**config.mk**
```make
export PLATFORM = sky130hd
export DESIGN_NAME = i2c_master_bit_engine_core
export DESIGN_NICKNAME = d
export VERILOG_FILES = /design/src/rtl/i2c_mbe_pkg.sv /design/src/rtl/i2c_mbe_in_stage.sv /design/src/rtl/i2c_mbe_seq.sv /design/src/rtl/i2c_mbe_out_stage.sv /design/src/rtl/i2c_master_bit_engine_core.sv
export SDC_FILE = /design/constraint.sdc
export NUM_CORES = 1
export LEC_CHECK = 0
export ABC_CLOCK_PERIOD_IN_PS = 7800
export BUFFER_PORTS_ARGS = -buffer_cell sky130_fd_sc_hd__buf_2
export CORE_MARGIN = 2
export CORE_UTILIZATION = 50
export DETAILED_ROUTE_END_ITERATION = 6
export GPL_ROUTABILITY_DRIVEN = 0
export PLACE_DENSITY_LB_ADDON = 0.05
export RECOVER_POWER = 50
export SLEW_MARGIN = 20
export SYNTH_ARGS = -nofsm -noshare
export SYNTH_HDL_FRONTEND = slang
export SYNTH_SLANG_ARGS = --single-unit
```
**constraint.sdc**
```tcl
create_clock -name aclk -period 7.8 [get_ports aclk]
set_clock_uncertainty 0.1 [all_clocks]
set_input_delay 0.39 -clock aclk [delete_from_list [all_inputs] [get_ports aclk]]
set_output_delay 0.39 -clock aclk [all_outputs]
set_load 0.02 [all_outputs]
```
**src/rtl/i2c_mbe_pkg.sv**
```systemverilog
// Types and constants shared by the I2C master bit engine modules.
package i2c_mbe_pkg;

    localparam logic [15:0] ACK_TIMEOUT_RESET = 16'd5000;
    localparam logic [7:0]  ADDR_SPACE_LIM    = 8'd128;

    typedef enum logic [2:0] {
        OP_TICK      = 3'd0,
        OP_START     = 3'd1,
        OP_STOP      = 3'd2,
        OP_WRITE     = 3'd3,
        OP_READ_ACK  = 3'd4,
        OP_READ_NACK = 3'd5,
        OP_PROBE     = 3'd6,
        OP_COUNT     = 3'd7
    } op_t;

    typedef enum logic [1:0] {
        ST_OK    = 2'd0,
        ST_BUSY  = 2'd1,
        ST_ERROR = 2'd2,
        ST_NACK  = 2'd3
    } status_t;

    typedef enum logic [4:0] {
        PH_IDLE  = 5'd0,
        PH_S1    = 5'd1,
        PH_S2    = 5'd2,
        PH_S3    = 5'd3,
        PH_S4    = 5'd4,
        PH_S5    = 5'd5,
        PH_BDATA = 5'd6,
        PH_BHIGH = 5'd7,
        PH_BLOW  = 5'd8,
        PH_A1    = 5'd9,
        PH_A2    = 5'd10,
        PH_A3    = 5'd11,
        PH_R0    = 5'd12,
        PH_RHIGH = 5'd13,
        PH_RLOW  = 5'd14,
        PH_K1    = 5'd15,
        PH_K2    = 5'd16,
        PH_K3    = 5'd17,
        PH_P1    = 5'd18,
        PH_P2    = 5'd19,
        PH_P3    = 5'd20
    } phase_t;

    typedef struct packed {
        op_t        op;
        logic [7:0] wr_data;
        logic       sda_in;
    } item_t;

    typedef struct packed {
        logic       scl_out;
        logic       sda_out;
        logic       busy_res;
        logic       done_res;
        status_t    status;
        logic [7:0] rd_data;
        logic [7:0] device_count;
    } res_t;

endpackage

```
**src/rtl/i2c_mbe_in_stage.sv**
```systemverilog
// Input register that holds one accepted item until the sequencer takes it.
module i2c_mbe_in_stage (
    input  logic               aclk,
    input  logic               aresetn,
    input  logic               s_valid,
    output logic               s_ready,
    input  i2c_mbe_pkg::item_t item_in,
    input  logic               adv,
    output logic               item_valid,
    output i2c_mbe_pkg::item_t item_out
);

    logic               valid_reg;
    i2c_mbe_pkg::item_t item_reg;

    assign s_ready    = !valid_reg || adv;
    assign item_valid = valid_reg;
    assign item_out   = item_reg;

    always_ff @(posedge aclk) begin
        if (!aresetn) begin
            valid_reg <= 1'b0;
        end else if (s_ready) begin
            valid_reg <= s_valid;
        end
    end

    always_ff @(posedge aclk) begin
        if (s_valid && s_ready) begin
            item_reg <= item_in;
        end
    end

endmodule

```
**src/rtl/i2c_mbe_seq.sv**
```systemverilog
// Line sequencer state machine that performs one line action per item.
module i2c_mbe_seq (
    input  logic               aclk,
    input  logic               aresetn,
    input  logic               adv,
    input  i2c_mbe_pkg::item_t item,
    input  logic               cfg_we,
    input  logic [15:0]        cfg_wdata,
    output i2c_mbe_pkg::res_t  res
);

    i2c_mbe_pkg::phase_t  phase_reg, phase_next, eff_phase;
    i2c_mbe_pkg::op_t     cmd_reg, cmd_pre;
    i2c_mbe_pkg::status_t status_reg, status_next;
    logic [3:0]  bit_reg, bit_pre, bit_next, bit_inc;
    logic [7:0]  shift_reg, shift_pre, shift_next;
    logic [15:0] ack_reg, ack_next, timeout_reg;
    logic [6:0]  paddr_reg, paddr_pre, paddr_next;
    logic [7:0]  found_reg, found_pre, found_next, found_inc;
    logic        pfail_reg, pfail_pre, pfail_next;
    logic        scl_reg, scl_next, sda_reg, sda_next;
    logic [7:0]  rd_reg, rd_next, cnt_reg, cnt_next;
    logic        start_cmd, bit_done, paddr_last, ack_expire, done;

    assign start_cmd  = (phase_reg == i2c_mbe_pkg::PH_IDLE) && (item.op != i2c_mbe_pkg::OP_TICK);
    assign bit_inc    = bit_pre + 4'd1;
    assign bit_done   = bit_inc >= 4'd8;
    assign paddr_last = ({1'b0, paddr_pre} + 8'd1) >= i2c_mbe_pkg::ADDR_SPACE_LIM;
    assign ack_expire = ack_reg <= 16'd1;
    assign found_inc  = found_pre + {7'd0, !pfail_pre};

    // Command entry: load the command registers and pick the first phase.
    always_comb begin
        cmd_pre   = cmd_reg;
        shift_pre = shift_reg;
        bit_pre   = bit_reg;
        paddr_pre = paddr_reg;
        found_pre = found_reg;
        pfail_pre = pfail_reg;
        eff_phase = phase_reg;
        if (start_cmd) begin
            cmd_pre   = item.op;
            pfail_pre = 1'b0;
            unique case (item.op)
                i2c_mbe_pkg::OP_START: begin
                    eff_phase = i2c_mbe_pkg::PH_S1;
                end
                i2c_mbe_pkg::OP_STOP: begin
                    eff_phase = i2c_mbe_pkg::PH_P1;
                end
                i2c_mbe_pkg::OP_WRITE: begin
                    shift_pre = item.wr_data;
                    bit_pre   = 4'd0;
                    eff_phase = i2c_mbe_pkg::PH_BDATA;
                end
                i2c_mbe_pkg::OP_READ_ACK, i2c_mbe_pkg::OP_READ_NACK: begin
                    eff_phase = i2c_mbe_pkg::PH_R0;
                end
                i2c_mbe_pkg::OP_PROBE: begin
                    shift_pre = item.wr_data;
                    eff_phase = i2c_mbe_pkg::PH_S1;
                end
                i2c_mbe_pkg::OP_COUNT: begin
                    paddr_pre = 7'd0;
                    found_pre = 8'd0;
                    eff_phase = i2c_mbe_pkg::PH_S1;
                end
                i2c_mbe_pkg::OP_TICK: begin
                    eff_phase = phase_reg;
                end
            endcase
        end
    end

    // Next phase.
    always_comb begin
        unique case (eff_phase)
            i2c_mbe_pkg::PH_S1:    phase_next = i2c_mbe_pkg::PH_S2;
            i2c_mbe_pkg::PH_S2:    phase_next = i2c_mbe_pkg::PH_S3;
            i2c_mbe_pkg::PH_S3: begin
                if (!item.sda_in) begin
                    phase_next = (cmd_pre == i2c_mbe_pkg::OP_START) ? i2c_mbe_pkg::PH_IDLE
                                                                     : i2c_mbe_pkg::PH_P1;
                end else begin
                    phase_next = i2c_mbe_pkg::PH_S4;
                end
            end
            i2c_mbe_pkg::PH_S4:    phase_next = i2c_mbe_pkg::PH_S5;
            i2c_mbe_pkg::PH_S5: begin
                if (item.sda_in) begin
                    phase_next = (cmd_pre == i2c_mbe_pkg::OP_START) ? i2c_mbe_pkg::PH_IDLE
                                                                     : i2c_mbe_pkg::PH_P1;
                end else if (cmd_pre == i2c_mbe_pkg::OP_START) begin
                    phase_next = i2c_mbe_pkg::PH_IDLE;
                end else begin
                    phase_next = i2c_mbe_pkg::PH_BDATA;
                end
            end
            i2c_mbe_pkg::PH_BDATA: phase_next = i2c_mbe_pkg::PH_BHIGH;
            i2c_mbe_pkg::PH_BHIGH: phase_next = i2c_mbe_pkg::PH_BLOW;
            i2c_mbe_pkg::PH_BLOW:
                phase_next = bit_done ? i2c_mbe_pkg::PH_A1 : i2c_mbe_pkg::PH_BDATA;
            i2c_mbe_pkg::PH_A1:    phase_next = i2c_mbe_pkg::PH_A2;
            i2c_mbe_pkg::PH_A2:    phase_next = i2c_mbe_pkg::PH_A3;
            i2c_mbe_pkg::PH_A3: begin
                if (!item.sda_in) begin
                    phase_next = (cmd_pre == i2c_mbe_pkg::OP_WRITE) ? i2c_mbe_pkg::PH_IDLE
                                                                     : i2c_mbe_pkg::PH_P1;
                end else if (ack_expire) begin
                    phase_next = i2c_mbe_pkg::PH_P2;
                end else begin
                    phase_next = i2c_mbe_pkg::PH_A3;
                end
            end
            i2c_mbe_pkg::PH_R0:    phase_next = i2c_mbe_pkg::PH_RHIGH;
            i2c_mbe_pkg::PH_RHIGH: phase_next = i2c_mbe_pkg::PH_RLOW;
            i2c_mbe_pkg::PH_RLOW:
                phase_next = bit_done ? i2c_mbe_pkg::PH_K1 : i2c_mbe_pkg::PH_RHIGH;
            i2c_mbe_pkg::PH_K1:    phase_next = i2c_mbe_pkg::PH_K2;
            i2c_mbe_pkg::PH_K2:    phase_next = i2c_mbe_pkg::PH_K3;
            i2c_mbe_pkg::PH_K3:    phase_next = i2c_mbe_pkg::PH_IDLE;
            i2c_mbe_pkg::PH_P1:    phase_next = i2c_mbe_pkg::PH_P2;
            i2c_mbe_pkg::PH_P2:    phase_next = i2c_mbe_pkg::PH_P3;
            i2c_mbe_pkg::PH_P3: begin
                if (cmd_pre == i2c_mbe_pkg::OP_COUNT && !paddr_last) begin
                    phase_next = i2c_mbe_pkg::PH_S1;
                end else begin
                    phase_next = i2c_mbe_pkg::PH_IDLE;
                end
            end
            default:               phase_next = i2c_mbe_pkg::PH_IDLE;
        endcase
    end

    // Line drive, datapath registers and completion status.
    always_comb begin
        scl_next    = scl_reg;
        sda_next    = sda_reg;
        shift_next  = shift_pre;
        bit_next    = bit_pre;
        ack_next    = ack_reg;
        paddr_next  = paddr_pre;
        found_next  = found_pre;
        pfail_next  = pfail_pre;
        status_next = status_reg;
        rd_next     = rd_reg;
        cnt_next    = cnt_reg;
        done        = 1'b0;
        unique case (eff_phase)
            i2c_mbe_pkg::PH_S1: sda_next = 1'b1;
            i2c_mbe_pkg::PH_S2: scl_next = 1'b1;
            i2c_mbe_pkg::PH_S3: begin
                if (!item.sda_in) begin
                    if (cmd_pre == i2c_mbe_pkg::OP_START) begin
                        status_next = i2c_mbe_pkg::ST_BUSY;
                        done        = 1'b1;
                    end else begin
                        pfail_next = 1'b1;
                    end
                end else begin
                    sda_next = 1'b0;
                end
            end
            i2c_mbe_pkg::PH_S4: scl_next = 1'b0;
            i2c_mbe_pkg::PH_S5: begin
                if (item.sda_in) begin
                    if (cmd_pre == i2c_mbe_pkg::OP_START) begin
                        status_next = i2c_mbe_pkg::ST_ERROR;
                        done        = 1'b1;
                    end else begin
                        pfail_next = 1'b1;
                    end
                end else if (cmd_pre == i2c_mbe_pkg::OP_START) begin
                    status_next = i2c_mbe_pkg::ST_OK;
                    done        = 1'b1;
                end else begin
                    if (cmd_pre == i2c_mbe_pkg::OP_COUNT) begin
                        shift_next = {paddr_pre, 1'b0};
                    end
                    bit_next = 4'd0;
                end
            end
            i2c_mbe_pkg::PH_BDATA: begin
                scl_next   = 1'b0;
                sda_next   = shift_pre[7];
                shift_next = {shift_pre[6:0], 1'b0};
            end
            i2c_mbe_pkg::PH_BHIGH: scl_next = 1'b1;
            i2c_mbe_pkg::PH_BLOW: begin
                scl_next = 1'b0;
                bit_next = bit_inc;
            end
            i2c_mbe_pkg::PH_A1: sda_next = 1'b1;
            i2c_mbe_pkg::PH_A2: begin
                scl_next = 1'b1;
                ack_next = timeout_reg;
            end
            i2c_mbe_pkg::PH_A3: begin
                if (!item.sda_in) begin
                    scl_next   = 1'b0;
                    pfail_next = 1'b0;
                    if (cmd_pre == i2c_mbe_pkg::OP_WRITE) begin
                        status_next = i2c_mbe_pkg::ST_OK;
                        done        = 1'b1;
                    end
                end else if (ack_expire) begin
                    ack_next   = 16'd0;
                    pfail_next = 1'b1;
                    sda_next   = 1'b0;
                end else begin
                    ack_next = ack_reg - 16'd1;
                end
            end
            i2c_mbe_pkg::PH_R0: begin
                sda_next   = 1'b1;
                scl_next   = 1'b0;
                shift_next = 8'd0;
                bit_next   = 4'd0;
            end
            i2c_mbe_pkg::PH_RHIGH: scl_next = 1'b1;
            i2c_mbe_pkg::PH_RLOW: begin
                shift_next = {shift_pre[6:0], item.sda_in};
                scl_next   = 1'b0;
                bit_next   = bit_inc;
            end
            i2c_mbe_pkg::PH_K1: sda_next = (cmd_pre == i2c_mbe_pkg::OP_READ_NACK);
            i2c_mbe_pkg::PH_K2: scl_next = 1'b1;
            i2c_mbe_pkg::PH_K3: begin
                scl_next    = 1'b0;
                rd_next     = shift_pre;
                status_next = i2c_mbe_pkg::ST_OK;
                done        = 1'b1;
            end
            i2c_mbe_pkg::PH_P1: sda_next = 1'b0;
            i2c_mbe_pkg::PH_P2: scl_next = 1'b1;
            i2c_mbe_pkg::PH_P3: begin
                sda_next = 1'b1;
                if (cmd_pre == i2c_mbe_pkg::OP_COUNT) begin
                    found_next = found_inc;
                    if (paddr_last) begin
                        cnt_next    = found_inc;
                        status_next = i2c_mbe_pkg::ST_OK;
                        done        = 1'b1;
                    end else begin
                        paddr_next = paddr_pre + 7'd1;
                    end
                end else begin
                    status_next = pfail_pre ? i2c_mbe_pkg::ST_NACK : i2c_mbe_pkg::ST_OK;
                    done        = 1'b1;
                end
            end
            default: begin
                done = 1'b0;
            end
        endcase
    end

    always_ff @(posedge aclk) begin
        if (!aresetn) begin
            phase_reg   <= i2c_mbe_pkg::PH_IDLE;
            cmd_reg     <= i2c_mbe_pkg::OP_TICK;
            bit_reg     <= 4'd0;
            shift_reg   <= 8'd0;
            ack_reg     <= 16'd0;
            paddr_reg   <= 7'd0;
            found_reg   <= 8'd0;
            pfail_reg   <= 1'b0;
            status_reg  <= i2c_mbe_pkg::ST_OK;
            scl_reg     <= 1'b1;
            sda_reg     <= 1'b1;
            rd_reg      <= 8'd0;
            cnt_reg     <= 8'd0;
        end else if (adv) begin
            phase_reg   <= phase_next;
            cmd_reg     <= cmd_pre;
            bit_reg     <= bit_next;
            shift_reg   <= shift_next;
            ack_reg     <= ack_next;
            paddr_reg   <= paddr_next;
            found_reg   <= found_next;
            pfail_reg   <= pfail_next;
            status_reg  <= status_next;
            scl_reg     <= scl_next;
            sda_reg     <= sda_next;
            rd_reg      <= rd_next;
            cnt_reg     <= cnt_next;
        end
    end

    // A timeout of zero behaves as one, which the expiry compare already covers.
    always_ff @(posedge aclk) begin
        if (!aresetn) begin
            timeout_reg <= i2c_mbe_pkg::ACK_TIMEOUT_RESET;
        end else if (cfg_we) begin
            timeout_reg <= cfg_wdata;
        end
    end

    assign res.scl_out      = scl_next;
    assign res.sda_out      = sda_next;
    assign res.busy_res     = phase_next != i2c_mbe_pkg::PH_IDLE;
    assign res.done_res     = done;
    assign res.status       = status_next;
    assign res.rd_data      = rd_next;
    assign res.device_count = cnt_next;

endmodule

```
**src/rtl/i2c_mbe_out_stage.sv**
```systemverilog
// Result register that holds one result item until the consumer takes it.
module i2c_mbe_out_stage (
    input  logic              aclk,
    input  logic              aresetn,
    input  logic              adv,
    input  i2c_mbe_pkg::res_t res_in,
    output logic              load_ok,
    output logic              m_valid,
    input  logic              m_ready,
    output i2c_mbe_pkg::res_t res_out
);

    logic              valid_reg;
    i2c_mbe_pkg::res_t res_reg;

    assign load_ok = !valid_reg || m_ready;
    assign m_valid = valid_reg;
    assign res_out = res_reg;

    always_ff @(posedge aclk) begin
        if (!aresetn) begin
            valid_reg <= 1'b0;
        end else if (load_ok) begin
            valid_reg <= adv;
        end
    end

    always_ff @(posedge aclk) begin
        if (adv) begin
            res_reg <= res_in;
        end
    end

endmodule

```
**src/rtl/i2c_master_bit_engine_core.sv**
```systemverilog
// Top level of the I2C master bit engine: input register, sequencer, result register.
//
//   channel  | handshake          | payload
//   ---------+--------------------+----------------------------------------------
//   s_       | s_valid / s_ready  | s_op, s_wr_data, s_sda_in
//   m_       | m_valid / m_ready  | m_scl_out, m_sda_out, m_busy_res, m_done_res,
//            |                    | m_status, m_rd_data, m_device_count
//   cfg_     | cfg_we             | cfg_wdata (ACK timeout in ticks)
//
// The sequencer performs one line action per item. One item is accepted every cycle
// while the result register is not stalled; the item is held in the input register,
// then its result in the result register. The phase register loop sets that rate.
// Reset is synchronous and active low and leaves both stages empty.
// A stalled result holds the sequencer and, one item later, the input side.
module i2c_master_bit_engine_core (
    input  logic        aclk,
    input  logic        aresetn,
    input  logic        s_valid,
    output logic        s_ready,
    input  logic [2:0]  s_op,
    input  logic [7:0]  s_wr_data,
    input  logic        s_sda_in,
    output logic        m_valid,
    input  logic        m_ready,
    output logic        m_scl_out,
    output logic        m_sda_out,
    output logic        m_busy_res,
    output logic        m_done_res,
    output logic [1:0]  m_status,
    output logic [7:0]  m_rd_data,
    output logic [7:0]  m_device_count,
    input  logic        cfg_we,
    input  logic [15:0] cfg_wdata
);

    i2c_mbe_pkg::item_t item_in, item_q;
    i2c_mbe_pkg::res_t  res_d, res_q;
    logic               item_valid, load_ok, adv;

    assign item_in.op      = i2c_mbe_pkg::op_t'(s_op);
    assign item_in.wr_data = s_wr_data;
    assign item_in.sda_in  = s_sda_in;

    assign adv = item_valid && load_ok;

    i2c_mbe_in_stage u_in (
        .aclk       (aclk),
        .aresetn    (aresetn),
        .s_valid    (s_valid),
        .s_ready    (s_ready),
        .item_in    (item_in),
        .adv        (adv),
        .item_valid (item_valid),
        .item_out   (item_q)
    );

    i2c_mbe_seq u_seq (
        .aclk      (aclk),
        .aresetn   (aresetn),
        .adv       (adv),
        .item      (item_q),
        .cfg_we    (cfg_we),
        .cfg_wdata (cfg_wdata),
        .res       (res_d)
    );

    i2c_mbe_out_stage u_out (
        .aclk    (aclk),
        .aresetn (aresetn),
        .adv     (adv),
        .res_in  (res_d),
        .load_ok (load_ok),
        .m_valid (m_valid),
        .m_ready (m_ready),
        .res_out (res_q)
    );

    assign m_scl_out      = res_q.scl_out;
    assign m_sda_out      = res_q.sda_out;
    assign m_busy_res     = res_q.busy_res;
    assign m_done_res     = res_q.done_res;
    assign m_status       = res_q.status;
    assign m_rd_data      = res_q.rd_data;
    assign m_device_count = res_q.device_count;

endmodule

```
## Word level (Yosys, flattened, before mapping)

Index checks and enable logic that the tools add are counted.

| storage, ports and cells | value |
|---|---|
| flip-flop bits (word level) | 124 |
| bits in latches | 0 |
| memory bits (writable) | 0 |
| memory bits (read-only) | 0 |
| output and inout port bits | 24 |
| word-level logic and storage cells | 161 |
| memories | 0 |

| cells by class | value |
|---|---|
| add/subtract/negate cells | 5 |
| $mul | 0 |
| div/mod/pow operators | 0 |
| magnitude comparators | 3 |
| eq/ne operators | 32 |
| shift operators | 0 |
| mux-type cells | 72 |
| bitwise gates (word level) | 0 |
| reductions and logical operators | 23 |

Operator list:

| operator | number |
|---|---|
| two-way mux 8 bit | 13 |
| one-hot mux 5 bit (19 select lines) | 1 |
| equality test 5 x 4 -> 1 bit (second input constant) | 8 |
| two-way mux 5 bit | 7 |
| two-way mux 7 bit | 5 |
| two-way mux 16 bit | 2 |
| one-hot mux 16 bit (2 select lines) | 1 |
| one-hot mux 8 bit (4 select lines) | 1 |
| equality test 5 bit (second input constant) | 5 |
| one-hot mux 5 bit (5 select lines) | 1 |
| two-way mux 2 bit | 11 |
| equality test 5 x 3 -> 1 bit (second input constant) | 4 |
| two-way mux 4 bit | 5 |
| equality test 3 bit (second input constant) | 6 |
| two-way mux 1 bit | 17 |
| <= comparator 16 x 1 -> 1 bit (second input constant) | 1 |
| subtractor 16 x 1 -> 16 bit (second input constant) | 1 |
| one-hot mux 4 bit (3 select lines) | 1 |
| OR reduction 6 bit | 2 |
| equality test 5 x 2 -> 1 bit (second input constant) | 2 |
| one-hot mux 2 bit (5 select lines) | 1 |
| equality test 3 x 2 -> 1 bit (second input constant) | 3 |
| adder 7 x 1 -> 8 bit (second input constant) | 1 |
| adder 8 x 1 -> 8 bit | 1 |
| 23 further kinds | 35 |

## Longest topological paths before layout

Gate-level depths: netlist (run 1).

| depth | value |
|---|---|
| word-level depth | 10 |
| depth in mapped cells | 13 |
| depth with buffers taken out | 10 |

## Hierarchy

A second synthesis (run 1) with hierarchy kept.

| second synthesis, totals | value |
|---|---|
| cell total of the unflattened synthesis | 747 |
| area, all modules | 6583.8 um^2 |

By module, submodules not included:

| module | instances | cells an instance | area an instance (um^2) | sequential area each (um^2) |
|---|---|---|---|---|
| i2c_mbe_seq | 1 | 703 | 5450.2 | 1761.7 |
| i2c_mbe_out_stage | 1 | 26 | 709.4 | 680.7 |
| i2c_mbe_in_stage | 1 | 17 | 417.9 | 380.4 |
| i2c_master_bit_engine_core | 1 | 1 | 6.3 | 0.0 |

## Worst setup path after synthesis (run 1)

Ideal clock, no wire load.

| timing | value |
|---|---|
| path type | reg-to-reg |
| start | register u_seq.phase_reg[2] |
| end | register u_seq.cnt_reg[4] |
| library setup time | 0.115 ns |
| arrival time | 2.708 ns |
| required time | 7.585 ns |
| slack | 4.877 ns |
| cell stages (with the launch flop) | 14 |
| clock period less this slack | 2.923 ns |
| cell sequence | dfxtp_1 -> buf_2 -> nor2_2 -> buf_2 -> nand3_2 -> clkbuf_1 -> and2_1 -> ha_1 -> ha_1 -> nand3_1 -> xor2_1 -> nor2_1 -> mux2_4 -> o21ba_2 |

RTL lines:

| element | RTL line | source |
|---|---|---|
| from (decl) | i2c_mbe_seq.sv:12 | `i2c_mbe_pkg::phase_t phase_reg, phase_next, eff_phase;` |
| from (signal assigned) | i2c_mbe_seq.sv:260 | `phase_reg <= i2c_mbe_pkg::PH_IDLE;` |
| from (signal assigned) | i2c_mbe_seq.sv:274 | `phase_reg <= phase_next;` |
| to (signal assigned) | i2c_mbe_seq.sv:286 | `cnt_reg <= cnt_next;` |
| to (decl) | i2c_mbe_seq.sv:22 | `logic [7:0] rd_reg, rd_next, cnt_reg, cnt_next;` |

## Final worst setup path (run 1)

| timing | value |
|---|---|
| start | register u_out.valid_reg (netlist: u_out.m_valid) |
| end | register u_seq.found_reg[6] |

| on the way | value |
|---|---|
| word-level cells in the longest chain between the ends | 3 |

RTL lines:

| element | RTL line | source |
|---|---|---|
| from (decl) | i2c_mbe_out_stage.sv:13 | `logic valid_reg;` |
| from (signal assigned) | i2c_mbe_out_stage.sv:24 | `valid_reg <= adv;` |
| zero test 1 bit | i2c_mbe_out_stage.sv:16 | `assign load_ok = !valid_reg \|\| m_ready;` |
| logical OR 1 bit | i2c_mbe_out_stage.sv:16 |  |
| logical AND 1 bit | i2c_master_bit_engine_core.sv:44 | `assign adv = item_valid && load_ok;` |
| to (signal assigned) | i2c_mbe_seq.sv:280 | `found_reg <= found_next;` |
| to (decl) | i2c_mbe_seq.sv:19 | `logic [7:0] found_reg, found_pre, found_next, found_inc;` |

No other way between the ends.
A chain may end at the register's enable or synchronous reset.

==> impl_metrics.ini, run 1 <==
[run_status]
status = finished with violations
violations = capacitance limit, slew limit

[cts]
postCtsHoldBufs = 0
cts_tree = done
cts_root_buf = clkbuf_16
post_cts_resized = 0
cts.sinks = 124
clk_pin_slew_ns = 0.06
clk_latency_ns = 0.44
cts-htree-levels = 4
cts_setup_buffers = 0
cts_buffers = 17
clockBufferDepth = 2

[logic_synthesis]
synthSimpleGateAreaFrac_pct = 21.8
yosysTopAreaCellShare_pct = 26.5
synthCells = 757
syn_area_sq_um = 6800
synth_nets = 796
yosysTopAreaCell = dfxtp_1
synthMuxAreaShare_pct = 7.49
synth.area.top_cells = dfxtp_1, edfxtp_1, nor2_1, a21oi_1, nand2_1
synth_top_family_by_area = simple AND/OR/NAND/NOR gates
avgSynthCellArea_sq_um = 8.99
synth-async-reset-ratio_pct = 0
synth_fa_ha_area_share_pct = 1.10
synth_cell_type_count = 91
synth_edf_count = 34
ys_seq_area_share_pct = 41.5
ys_ff_latch = 124
ys_warn_count = 0
synth_xor_area_share_pct = 2.70
synth_compound_area_share_pct = 21.6
synthFlopType = dfxtp_1

[placement]
port_buffers = 56
pre_cts_slack_ns = 4.31
dp_hpwl_mm = 11.9

[setup_path]
crit_required_ns = 7.90
criticalPathCategory = register to register
critPathLaunchType = register
endpoint_kind = register
crit_path_max_fanout = 71
crit_buf_inv = 3
crit_family = buffers and inverters
worstPathArrival_ns = 5.16
slowest_stage = clkbuf_1
max_stage_delay_ns = 2.30
cp_cell_sequence = nor2b_1 -> nand2b_1 -> buf_4 -> inv_1 -> clkbuf_1 -> o21ai_0 -> a22oi_1 -> nor2_1

[die]
die_w_um = 121
start_util_pct = 51.4
core_area_sq_um = 13200
dieArea_sq_um = 14600
chipHeight_um = 121
ios = 57
placementRows = 42

[global_route]
grt_usage_pct = 25.3
grt_max_degree = 72
first_global_vias = 5706
grt-ovfl-total = 0
antenna_found_initial = 0
grt_first_pass_wirelength_mm = 28.9

[cells_and_area]
antenna_cells = 0
drive_gt1_share_pct = 14.4
area_growth_pct = 12.7
largest_reg_flops = 22
fin_nets = 827

[timing]
fmaxAchievable_mhz = 197
fin_tns_setup_ns = 0
min_period_over_period_pct = 64.9
final.setup.worst_slack_ns = 2.74
maxSlewHeadroom_pct = -118
hold_viol = 0
min_period_ns = 5.06
tightest_slew_ns = 3.27
rsz0062_at_grt = false
drv_slew = 131
setup_viol = 0

[drt]
vias = 6014
firstDrtPassIters = 7
routed_wl_mm = 18.1
postRouteAntennaNets = 0
first_iter_violations = 696
post-route-drc-count = 0
vias_per_cell = 6.16
wire_per_inst_um = 18.5

[power_and_ir_drop]
p_leak_nw = 2.83
p_per_area_nw_per_um2 = 224
peakVddDrop_mv = 0.161

[hold_path]
hold_class = primary input to register

[run]
maxCapViolations = 2
[placed cells by master, fill, tap and decap left out, types with 6 or more instances in the layout]
cell type	instances
nand2b_1	16
o31ai_1	9
nand4_1	9
clkbuf_16	17
nand2_1	77
a221oi_1	6
mux2_2	15
xnor2_1	14
nor3_1	21
a22oi_1	7
o21ai_0	36
o211ai_1	6
o21ai_1	7
nand3_1	18
xor2_1	7
dfxtp_1	90
nor2b_1	8
ha_1	6
clkbuf_1	29
mux2i_1	28
a21oi_1	58
nor2_1	80
a211oi_1	14
edfxtp_1	34
buf_2	30
and2_1	9
inv_1	12
nor4_1	14
a31oi_1	7
[Yosys cell counts, drive strengths merged (11+ instances only)]
library cell and instances:
a21oi 59, mux2i 28, nand2b 16, xnor2 14
nand2 79, dfxtp 90, and2 11, buf 21
nor2 81, edfxtp 34, mux2 19, nor3 22
clkbuf 28, o21ai 44, inv 12, a211oi 17
nand3 20, nor4 15
[worst register-to-register path, cell delays in order (launching register included)]
cell and delay [ns]:
dfxtp_1 0.31, nor2b_1 0.15, nand2b_1 0.14, buf_4 0.27, inv_1 0.12, clkbuf_1 2.30, o21ai_0 0.96, a22oi_1 0.41
nor2_1 0.07
[kinds of logic after synthesis]
group | count (synthesis)
simple gates | 289
buf+inv | 61
fa+ha+maj | 6
mux | 47
flops | 124
xor+xnor | 21
compound gates | 209
[cell type report]
class,count,area [sq um]
sequential,124,2820
multi-input combinational,572,3710
timing repair buffer,61,278
inverter,12,45.0
clock buffer,19,443
tap,176,220
clock inverter,13,143
fill,1227,5580
[power by group]
group | leakage (nW) | internal, mW | total, mW | switching, mW
logic | 1.49 | 0.0737 | 0.207 | 0.133
clock network | 0.277 | 0.480 | 0.792 | 0.312
registers | 1.06 | 0.689 | 0.714 | 0.0256
[path summary, 6_finish.rpt]
check,cells after the start,end,slack (ns),start
max,8,u_seq.found_reg[6]$_SDFFE_PN0P_,2.74,u_out.m_valid$_SDFFE_PN0P_
min,1,u_in.item_out[11]$_DFFE_PP_,0.03,s_op[2]
max reg2reg,8,u_seq.found_reg[6]$_SDFFE_PN0P_,2.74,u_out.m_valid$_SDFFE_PN0P_
min reg2reg,2,u_seq.rd_reg[2]$_SDFFE_PN0P_,0.35,u_seq.rd_reg[2]$_SDFFE_PN0P_
[per-stage QoR]
step / std cells / power [mW] / utilization (%) / area, sq um / hold WS [ns]
floorplan: 757 / 0.875 / - / 6800 / 0.334
global route: 977 / 1.77 / 57.9 / 7660 / 0.0167
CTS: 977 / 1.72 / 58.2 / 7710 / 0.0148
detailed placement: 945 / 0.931 / 53.8 / 7130 / 0.346
finish: 977 / 1.71 / 57.9 / 7660 / 0.0291
global placement: 945 / 0.928 / 53.8 / 7130 / 0.340
[layer usage]
layer | global-route usage (%) | vias up | share of wire (%)
li1 | - | 2866 | -
met1 | 31.9 | 2856 | 44
met2 | 41.0 | 248 | 47
met3 | 6.75 | 44 | 6.4
met4 | 10.4 | 0 | 2.2
met5 | 0 | - | 0
No activity file was read; power rests on OpenSTA's default activity.
==> inputs of run 2 (changes only) <==
--- a/config.mk
+++ b/config.mk
@@ -5,7 +5,7 @@
 export SDC_FILE = /design/constraint.sdc
 export NUM_CORES = 1
 export LEC_CHECK = 0
-export ABC_CLOCK_PERIOD_IN_PS = 7800
+export ABC_CLOCK_PERIOD_IN_PS = 5000
 export BUFFER_PORTS_ARGS = -buffer_cell sky130_fd_sc_hd__buf_2
 export CORE_MARGIN = 2
 export CORE_UTILIZATION = 50
==> constraint.sdc (replaced) <==
create_clock -name aclk -period 5 [get_ports aclk]
set_clock_uncertainty 0.1 [all_clocks]
set_input_delay 0.25 -clock aclk [delete_from_list [all_inputs] [get_ports aclk]]
set_output_delay 0.25 -clock aclk [all_outputs]
set_load 0.02 [all_outputs]
==> run 2 against run 1 <==
Via count grew 2.5%. Largest power group unchanged. Critical path depth is 1 lower. Power grew 55%. Register-to-register slack worse by 1.7 ns. Critical endpoint is now u_seq.cmd_reg[2]$_SDFFE_PN0P_. The flow still finishes with violations (capacitance limit, slew limit). Sequential power up 55%.
==> impl_metrics.ini, run 2 (synthesis gave the netlist of run 1 again) <==
[setup_path]
crit_path_max_fanout = 36
max_stage_delay_ns = 1.32
cp_cell_sequence = nor2b_1 -> nand2b_1 -> inv_1 -> clkbuf_1 -> nand3_1 -> a32oi_1 -> nor2_1
r2r_slack_ns = 1.08
crit_required_ns = 5.10
crit_buf_inv = 2
criticalPathCategory = register to register
worstPathArrival_ns = 4.02
critPathLaunchType = register
crit_family = buffers and inverters
slowest_stage = clkbuf_1
endpoint_kind = register

[power_and_ir_drop]
power_switching_mw = 0.701
p_clk_share_pct = 45.1
peakVddDrop_mv = 0.276
p_leak_nw = 2.95
p_sw_share_pct = 26.5
pwr-share-comb_pct = 12.9
p_int_mw = 1.95
p_seq_share_pct = 42.1
p_per_area_nw_per_um2 = 334

[hold_path]
hold_class = primary input to register

[global_route]
grt_usage_pct = 25.8
grt_max_degree = 59
first_global_vias = 5845
grt-ovfl-total = 0
antenna_found_initial = 0
grt_first_pass_wirelength_mm = 29.5

[drt]
first_iter_violations = 801
firstDrtPassIters = 6
post-route-drc-count = 0
postRouteAntennaNets = 0
wire_per_inst_um = 18.2
vias_per_cell = 6.13
routed_wl_mm = 18.3
vias = 6166

[timing]
tightest_slew_ns = 2.89
min_period_over_period_pct = 78.5
hold_viol = 0
rsz0062_at_grt = false
fmaxAchievable_mhz = 255
setup_viol = 0
min_period_ns = 3.92
fin_tns_setup_ns = 0
maxSlewHeadroom_pct = -93.0
drv_slew = 96

[die]
start_util_pct = 51.4
die_w_um = 121
ios = 57
placementRows = 42
chipHeight_um = 121
core_area_sq_um = 13200
dieArea_sq_um = 14600

[run_status]
violations = capacitance limit, slew limit
status = finished with violations

[cts]
clk_pin_slew_ns = 0.05
post_cts_resized = 0
cts_setup_buffers = 0
cts_root_buf = clkbuf_16
cts_buffers = 17
cts-htree-levels = 4
cts.sinks = 124
clockBufferDepth = 2
cts_tree = done
clk_latency_ns = 0.42

[cells_and_area]
antenna_cells = 0
drive_gt1_share_pct = 13.4
nFillCells = 1188
fin_nets = 856
layout_common_cells = dfxtp_1, nor2_1, nand2_1
area_growth_pct = 16.8
layout_commonest_cell = dfxtp_1
largest_reg_flops = 22
finish.utilization_pct = 60.0
final_cells = 1006

[placement]
port_buffers = 56
dp_hpwl_mm = 12.1
dp_cells = 945

[run]
maxCapViolations = 3
[run 2: cell types whose count changed in the layout (fill, tap and decap cells not counted)]
cell,previous run,this run
clkbuf_1,29,33
clkinv_4,2,3
o211ai_2,1,2
buf_2,30,29
inv_8,1,0
clkinv_1,0,1
clkinvlp_4,4,1
clkinv_2,3,2
dlygate4sd3_1,0,29
o211ai_1,6,5
[run 2: metal layers]
layer / global-route usage, % / up-vias / part of all wire (%)
li1: - / 2930 / -
met1: 32.8 / 2934 / 44
met2: 42.2 / 256 / 48
met3: 5.71 / 46 / 5.6
met4: 10.7 / 0 / 2.4
met5: 0 / - / 0
[run 2: final cells by class]
| class | instances | area, sq um | share of cell area, % |
|---|---|---|---|
| Multi-Input combinational cell | 572 | 3720 | 46.8 |
| Sequential cell | 124 | 2820 | 35.5 |
| Timing Repair Buffer | 90 | 567 | 7.14 |
| Clock buffer | 22 | 454 | 5.72 |
| Tap cell | 176 | 220 | 2.77 |
| Clock inverter | 10 | 116 | 1.47 |
| Inverter | 12 | 45.0 | 0.567 |
[run 2: power by group through the flow]
stage / sequential, mW / clock, mW / combinational, mW
after floorplan: 1.12 / 0 / 0.243
after global placement: 1.13 / 0 / 0.317
after detailed placement: 1.13 / 0 / 0.320
after CTS: 1.11 / 1.22 / 0.339
after global routing: 1.12 / 1.26 / 0.371
final: 1.11 / 1.19 / 0.341
[run 2: worst paths after layout]
path / from / end / depth (start not counted)
worst min-delay path: m_ready / u_out.m_valid$_SDFFE_PN0P_ / 4
worst max register to register: u_out.m_valid$_SDFFE_PN0P_ / u_seq.cmd_reg[2]$_SDFFE_PN0P_ / 7
worst max-delay path: u_out.m_valid$_SDFFE_PN0P_ / u_seq.cmd_reg[2]$_SDFFE_PN0P_ / 7
worst min register to register: u_seq.rd_reg[2]$_SDFFE_PN0P_ / u_seq.rd_reg[2]$_SDFFE_PN0P_ / 2
[run 2: metrics by stage]
step	power (mW)	hold slack (ns)	area [sq um]	worst slack, ns
after floorplan	1.36	0.249	6800	2.08
after global placement	1.45	0.327	7130	1.63
after detailed placement	1.45	0.329	7130	1.55
after CTS	2.67	0.0249	7990	1.54
after global routing	2.75	0.119	7940	0.773
final	2.65	0.0397	7940	1.08
[run 2: worst register-to-register path: stages, from the launching register on]
cell      delay, ns
dfxtp_1        0.31
nor2b_1        0.15
nand2b_1       0.17
inv_1          0.87
clkbuf_1       1.33
nand3_1        0.43
a32oi_1        0.29
nor2_1         0.06
[run 2: repair_timing]
action                     CTS  global route
hold endpoints to repair    29             0
setup endpoints to repair    0             0
hold buffers                29             0
==> inputs of run 3 (changes only) <==
--- a/config.mk
+++ b/config.mk
@@ -5,7 +5,7 @@
 export SDC_FILE = /design/constraint.sdc
 export NUM_CORES = 1
 export LEC_CHECK = 0
-export ABC_CLOCK_PERIOD_IN_PS = 5000
+export ABC_CLOCK_PERIOD_IN_PS = 3900
 export BUFFER_PORTS_ARGS = -buffer_cell sky130_fd_sc_hd__buf_2
 export CORE_MARGIN = 2
 export CORE_UTILIZATION = 50
==> constraint.sdc (replaced) <==
create_clock -name aclk -period 3.9 [get_ports aclk]
set_clock_uncertainty 0.1 [all_clocks]
set_input_delay 0.195 -clock aclk [delete_from_list [all_inputs] [get_ports aclk]]
set_output_delay 0.195 -clock aclk [all_outputs]
set_load 0.02 [all_outputs]
==> run 3 against run 2 <==
The flow now finishes without violations. Clock-buffer cell count rose by 3. Hold slack improved by 0.17 ns. Sequential power rose by 28%. Utilization rose by 0.55 points. Clock power rose by 24%. Register-to-register slack got worse by 0.49 ns. Via count did not move. First-iteration DRC count fell by 32%. Global-route usage fell by 0.20 points. Largest cell class unchanged.
==> impl_metrics.ini, run 3 (synthesis gave the netlist of run 1 again) <==
[power_and_ir_drop]
p_sw_share_pct = 26.7
p_per_area_nw_per_um2 = 418
peakVddDrop_mv = 0.361
pwr-share-comb_pct = 13.2
p_leak_nw = 3.00
p_clk_share_pct = 44.3
power_switching_mw = 0.896
p_int_mw = 2.46
finalPower_mw = 3.35
p_seq_share_pct = 42.5

[timing]
setup_viol = 0
fmaxAchievable_mhz = 301
maxSlewHeadroom_pct = 4.76
rsz0062_at_grt = false
drv_slew = 0
tightest_slew_ns = 1.43
fin_tns_setup_ns = 0
min_period_over_period_pct = 85.1
hold_viol = 0
min_period_ns = 3.32
final.setup.worst_slack_ns = 0.582

[drt]
first_iter_violations = 542
vias = 6166
vias_per_cell = 6.08
postRouteAntennaNets = 0
post-route-drc-count = 0
firstDrtPassIters = 5
routed_wl_mm = 17.8
wire_per_inst_um = 17.5

[cts]
postCtsHoldBufs = 30
cts.sinks = 124
post_cts_resized = 0
cts_setup_buffers = 0
cts_root_buf = clkbuf_16
cts_buffers = 17
cts-htree-levels = 4
clk_latency_ns = 0.42
cts_tree = done
clk_pin_slew_ns = 0.06
clockBufferDepth = 2

[setup_path]
crit_required_ns = 4.17
worstPathArrival_ns = 3.59
criticalPathCategory = register to register
crit_path_max_fanout = 17
endpoint_kind = register
critPathLaunchType = register

[placement]
dp_hpwl_mm = 12.0
port_buffers = 56
pre_cts_slack_ns = 0.691

[die]
ios = 57
dieArea_sq_um = 14600
placementRows = 42
die_w_um = 121
start_util_pct = 51.4
chipHeight_um = 121
core_area_sq_um = 13200

[global_route]
grtUsageMet2_pct = 41.6
grt_util_met3_pct = 6.79
use_met1_pct = 32.2
grt-ovfl-total = 0
grt_max_degree = 72
first_global_vias = 5967
grt-busiest-layer = met2
grt_usage_pct = 25.6
antenna_found_initial = 0
grt_first_pass_wirelength_mm = 29.7

[run]
maxCapViolations = 0

[hold_path]
hold_class = primary input to register

[cells_and_area]
layout_common_cells = dfxtp_1, nor2_1, nand2_1
layout_commonest_cell = dfxtp_1
fin_nets = 864
nFillCells = 1185
antenna_cells = 0
largest_reg_flops = 22
multi_input_area_sq_um = 3720
drive_gt1_share_pct = 14.3
seqCellArea_sq_um = 2820
area_growth_pct = 17.8

[run_status]
status = finished, final reports clean
## run 3: area by class of cell
class,count,share of cell area [%]
multi-input cells,572,46.4
flip-flops and latches,124,35.2
repair buffers,98,8.05
clock buffers,25,6.34
well taps,176,2.75
clock inverters,7,0.671
inverters,12,0.562
## run 3: power groups by stage
stage	Sequential, mW	Combinational (mW)	Clock [mW]
after floorplan	1.44	0.312	0
after global placement	1.45	0.416	0
after detailed placement	1.45	0.418	0
after CTS	1.42	0.443	1.50
after global routing	1.43	0.488	1.56
final	1.42	0.444	1.48
## run 3: path summary, 6_finish.rpt
kind / from / end / slack (ns) / cells past startpoint
setup / recovery: u_seq.phase_reg[2]$_SDFFE_PN0P_ / u_seq.cnt_reg[6]$_SDFFE_PN0P_ / 0.58 / 10
hold / removal: cfg_we / u_seq.timeout_reg[12]$_SDFFE_PN1P_ / 0.21 / 3
setup reg to reg: u_seq.phase_reg[2]$_SDFFE_PN0P_ / u_seq.cnt_reg[6]$_SDFFE_PN0P_ / 0.58 / 10
hold reg to reg: u_seq.rd_reg[4]$_SDFFE_PN0P_ / u_seq.rd_reg[4]$_SDFFE_PN0P_ / 0.37 / 2
## run 3: per-stage QoR
step | area (sq um) | util [%] | hold slack (ns) | instances
6_report | 8020 | 60.5 | 0.209 | 1014
5_1_grt | 8020 | 60.5 | 0.216 | 1014
4_1_cts | 8050 | 60.8 | 0.124 | 1014
3_5_place_dp | 7190 | 54.3 | 0.274 | 952
3_3_place_gp | 7190 | 54.3 | 0.273 | 952
2_1_floorplan | 6800 | - | 0.194 | 757
## run 3: critical path, cell delays in order, from the launching register on
cell	delay [ns]
dfxtp_1	0.51
nor2_2	0.66
nand3_1	0.29
nand2_1	0.19
ha_1	0.21
ha_1	0.22
nand3_1	0.19
or3_1	0.39
a21oi_1	0.20
mux2_4	0.19
o21ba_2	0.11
## run 3: layer usage
| layer | vias up | share of wire (%) |
|---|---|---|
| li1 | 2937 | - |
| met1 | 2958 | 44 |
| met2 | 223 | 47 |
| met3 | 48 | 6.4 |
| met4 | 0 | 2.9 |
| met5 | - | 0 |
